==> src/sv/lzw12_pkg.sv <==
// Shared constants for the 12-bit LZW decoder.
// No dependencies; imported by the dictionary, the stack, the top level and the testbench.
package lzw12_pkg;

	// Field widths of the packed code stream.
	localparam int BYTE_W     = 8;
	localparam int CODE_W     = 12;
	localparam int NIB_W      = 4;
	localparam logic [BYTE_W-1:0] LO_NIB_MASK = 8'h0F;

	// Implicit single-byte roots of the dictionary.
	localparam int ROOT_CODES = 256;

	// Default sizing.
	localparam int DEF_DICT_SIZE      = 4096;
	localparam int DEF_MAX_STRING_LEN = 64;

endpackage

==> src/sv/lzw12_decoder_12bit_placeholder.sv <==
// Output string stack of the LZW decoder, one write and one registered read per cycle.
// Depends on lzw12_pkg.
module lzw12_stack #(
	parameter int MAX_STRING_LEN = lzw12_pkg::DEF_MAX_STRING_LEN
) (
	input  logic                                clk,
	input  logic                                we,
	input  logic [$clog2(MAX_STRING_LEN)-1:0]   waddr,
	input  logic [lzw12_pkg::BYTE_W-1:0]        wdata,
	input  logic [$clog2(MAX_STRING_LEN)-1:0]   raddr,
	output logic [lzw12_pkg::BYTE_W-1:0]        rdata
);
	import lzw12_pkg::*;

	logic [BYTE_W-1:0] mem_q [MAX_STRING_LEN];
	logic [BYTE_W-1:0] rd_q;

	// The chain walk fills the string from its end; emission reads it from the front.
	always_ff @(posedge clk) begin
		if (we) begin
			mem_q[waddr] <= wdata;
		end
		rd_q <= mem_q[raddr];
	end

	assign rdata = rd_q;

endmodule

==> config.mk <==
export PLATFORM = sky130hd
export DESIGN_NAME = lzw12_stack
export DESIGN_NICKNAME = d
export VERILOG_FILES = /design/src/sv/lzw12_pkg.sv /design/src/sv/lzw12_decoder_12bit_placeholder.sv
export SDC_FILE = /design/constraint.sdc
export NUM_CORES = 1
export LEC_CHECK = 0
export BUFFER_PORTS_ARGS = -buffer_cell sky130_fd_sc_hd__buf_2
export CAP_MARGIN = 20
export CORE_MARGIN = 2
export CORE_UTILIZATION = 50
export DETAILED_ROUTE_END_ITERATION = 8
export PLACE_DENSITY_LB_ADDON = 0.25
export SLEW_MARGIN = 30
export SYNTH_ARGS = -nofsm -noshare
export SYNTH_HDL_FRONTEND = slang
export SYNTH_SLANG_ARGS = --single-unit
==> constraint.sdc <==
create_clock -name clk -period 3.05 [get_ports clk]
set_input_delay 0.1525 -clock clk [delete_from_list [all_inputs] [get_ports clk]]
set_output_delay 0.1525 -clock clk [all_outputs]
set_load 0.05 [all_outputs]
==> results.toml <==
[placement]
postPlaceCellArea_um2 = 21310
place.gp.congestion = 0.7818
place.port_buffers = 29
pre_cts_slack_ps = 490.9
hpwlAfterDp_um = 27640

[sta]
finalMaxSlewViolations = 0
hold_violations = 0
finClkSkew_ps = 11.06
setup_slack_ps = 1014
worst_rel_slew_slack = 0.3877
final_period_util = 0.6675
setup_viol = 0
grt_setup_unrepaired = "false"
clock.fmax_mhz = 491.2
worst-slew-pin-transition_ps = 915.1
timing.final.crit_period_ps = 2036
setup_total_negative_slack_ps = 0

[logic_synthesis]
yosysTopAreaCell = "sky130_fd_sc_hd__edfxtp_1"
async_flop_share = 0
number_of_storage_elements_in_the_synthesis_netlist = 520
synth_cells = 940
synthDistinctLibCells = 40
synth-seq-area-share = 0.7703
synth.net_count = 962
yosys_most_used_dff = "sky130_fd_sc_hd__edfxtp_1"
synthTopCellsByCount = "512 x sky130_fd_sc_hd__edfxtp_1, 126 x sky130_fd_sc_hd__mux4_2, 83 x sky130_fd_sc_hd__nor2_1"
yosys.cell_count.top_type = "sky130_fd_sc_hd__edfxtp_1"
syn-mean-instance-area_um2 = 21.45
synth_area_leaders = "sky130_fd_sc_hd__edfxtp_1 76%, sky130_fd_sc_hd__mux4_2 14%, sky130_fd_sc_hd__nor2_1 1.5%"
synth_top_area_share = 0.7624
synth.cell_area_um2 = 20170
number_of_flops_mapped_to_enable_cells_by_yosys = 512
synth.yosys.warnings = 0

[critical_path]
worst_setup_path_end_kind = "flip-flop"
critical_path.top_delay_family = "multiplexers"
critical_path_arrival_ps = 2480
r2r_start = "mem_q[47][2]$_DFFE_PP_"
worst_setup_path_start_kind = "flip-flop"
critical_path.slowest_cell = "sky130_fd_sc_hd__a221oi_1"
cp.buffers_inverters = 0
timing.rr.end = "rdata[2]$_DFF_P_"
crit_cells = 4
setup.worst_path.class = "reg2reg"
worst-endpoint-required_ps = 3500
ff2ff_setup_slack_ps = 1010
slowest_delay_ps = 600
register_to_register_path_depth = 4
path_cells = "mux4_2 -> mux2_2 -> a221oi_1 -> o2bb2ai_1"
critical_path.max_fanout = 1
start_point_of_the_critical_path = "mem_q[47][2]$_DFFE_PP_"

[worst_hold_path]
hold-path-cell-count = 1
holdPathEnd = "mem_q[40][1]$_DFFE_PP_"
min_path_type = "in2reg"
hold_path_startpoint = "wdata[1]"

[clocking]
cts_made_buffers = 51
cts.path.max_buffers = 3
cts.reportedPaths.clkPinSlew_ps = 60
clk_root_buffer_cell = "sky130_fd_sc_hd__clkbuf_16"
cts_tree = "done"
ctsHtreeMaxLevel = 2
worstSkewPairLatency_ps = 590
cts_setup_buffers = 0
cts_num_sinks = 520

[pwr]
max_vdd_drop_mv = 0.6298
power_leakage_nw = 7.336
power_per_cell_area_nw_per_um2 = 656.2
clock_power_share = 0.424
p_seq_frac = 0.525
p_int_w = 0.01205
fraction_of_power_spent_switching_nets = 0.2023
netSwitchingPower_w = 0.003057
post-layout-total-power_w = 0.01511
p_comb_frac = 0.051

[detailed_routing]
wl_cell_um = 27.21
final_antenna_net_count = 0
routed_via_density = 6.011
drt_pass1_iterations = 5
route.vias.total = 9719
detailedRoute.firstIterationViolations = 1005
drc = 0
drt_wl_total_um = 43990

[floorplan]
placeableCoreArea_um2 = 39730
die_height_um = 204.8
start_util = 0.5076
chipWidth_um = 204.8
top_level_ports = 30
num_rows = 73
die-area_um2 = 41960

[grt]
grt_pass1_wl_um = 65350
first_global_vias = 9943
grt_start_max_net_pins = 65
grt_overflow = 0
antenna_violations_before_repair = 2
grt_usage = 0.2187

[finish]
layout.nets = 1073
postLayoutCoreUtil = 0.5795
fin_area_um2 = 23030
antenna-diode-count = 0
post_route_cells_drive_above_1_share = 0.2894
area_growth_syn_to_layout_pct = 14.18

[run]
reported_max_cap_violation_count = 0

[run_status]
result_of_the_run = "finished clean"
[per-stage QoR]
step	cells	hold WS [ps]
after floorplan	940	251.4
after global placement	1522	610.3
after detailed placement	1522	621.3
after CTS	1617	15.10
after global routing	1617	41.04
final	1617	34.56
[cells in the final DEF, fill, tap and decap left out, types with 4 or more instances in the layout]
master / synthesis / routed
sky130_fd_sc_hd__clkinv_1: 0 / 14
sky130_fd_sc_hd__mux4_2: 126 / 126
sky130_fd_sc_hd__nor2_1: 83 / 83
sky130_fd_sc_hd__o221ai_1: 8 / 8
sky130_fd_sc_hd__edfxtp_1: 512 / 512
sky130_fd_sc_hd__buf_4: 13 / 83
sky130_fd_sc_hd__a221oi_1: 6 / 6
sky130_fd_sc_hd__clkinv_2: 0 / 5
sky130_fd_sc_hd__nor3_1: 7 / 7
sky130_fd_sc_hd__bufinv_16: 0 / 8
sky130_fd_sc_hd__o22ai_1: 8 / 8
sky130_fd_sc_hd__nand3_1: 13 / 13
sky130_fd_sc_hd__nand2_1: 19 / 19
sky130_fd_sc_hd__nand2b_1: 7 / 7
sky130_fd_sc_hd__nor2b_1: 14 / 14
sky130_fd_sc_hd__a211oi_1: 4 / 4
sky130_fd_sc_hd__buf_2: 11 / 21
sky130_fd_sc_hd__clkbuf_1: 17 / 13
sky130_fd_sc_hd__dfxtp_1: 8 / 8
sky130_fd_sc_hd__clkbuf_16: 0 / 53
sky130_fd_sc_hd__mux2i_1: 23 / 23
sky130_fd_sc_hd__mux2_2: 13 / 13
[power by group through the flow]
stage	sequential, W	clock, W	combinational, W
detailed placement	0.00809	0	0.000783
finish	0.00793	0.00640	0.000776
global route	0.00793	0.00679	0.000828
global placement	0.00809	0	0.000769
CTS	0.00793	0.00650	0.000785
floorplan	0.00812	0	0.000422
[registers in the layout, summed over array words and instances, names as in the netlist]
register	flops
rdata	8
mem_q	512
[logic make-up (layout without fill, tap and decap cells)]
| kind of cell | count (synthesis) | count (layout) | synth area share |
|---|---|---|---|
| AOI/OAI and AO/OA | 54 | 54 | 0.02072 |
| buffers and inverters | 51 | 203 | 0.01570 |
| DFF | 520 | 520 | 0.7703 |
| muxes | 162 | 162 | 0.1594 |
| and+or+nand+nor | 153 | 153 | 0.03387 |
[metal layers]
metal  share of wire  global-route usage  up-vias  routed length, um
li1                -                   -     4153                  -
met4           0.030             0.07272        4               1305
met2            0.47              0.3352      387              20570
met3           0.077             0.04454       76               3400
met5         0.00048                   0        -                 21
met1            0.42              0.3179     5099              18690
[final cells by class]
| type | instances | area (um^2) |
|---|---|---|
| clock buffers | 67 | 1389 |
| clock inverters | 27 | 317.8 |
| fillers | 2835 | 16710 |
| multi-input cells | 369 | 4315 |
| flip-flops and latches | 520 | 15530 |
| well taps | 525 | 656.9 |
| repair buffers | 109 | 812.0 |
[worst max-delay path by stage]
stage	slack (ps)	end
after global placement	440	rdata[5]$_DFF_P_
after detailed placement	490	rdata[4]$_DFF_P_
after global routing	920	rdata[5]$_DFF_P_
final	1010	rdata[2]$_DFF_P_
after floorplan	1230	rdata[3]$_DFF_P_
after CTS	960	rdata[4]$_DFF_P_
[worst reg2reg max path: cells and delay by family, from the launching register on]
| kind | cells | cell delay, ps |
|---|---|---|
| muxes | 2 | 790 |
| AOI/OAI and AO/OA | 2 | 750 |
| DFF | 1 | 360 |
[what timing repair did]
action,CTS,global route
gates resized for setup,0,0
hold endpoints to repair,2,0
hold buffers,1,0
Power figures use the tool's default switching activity.
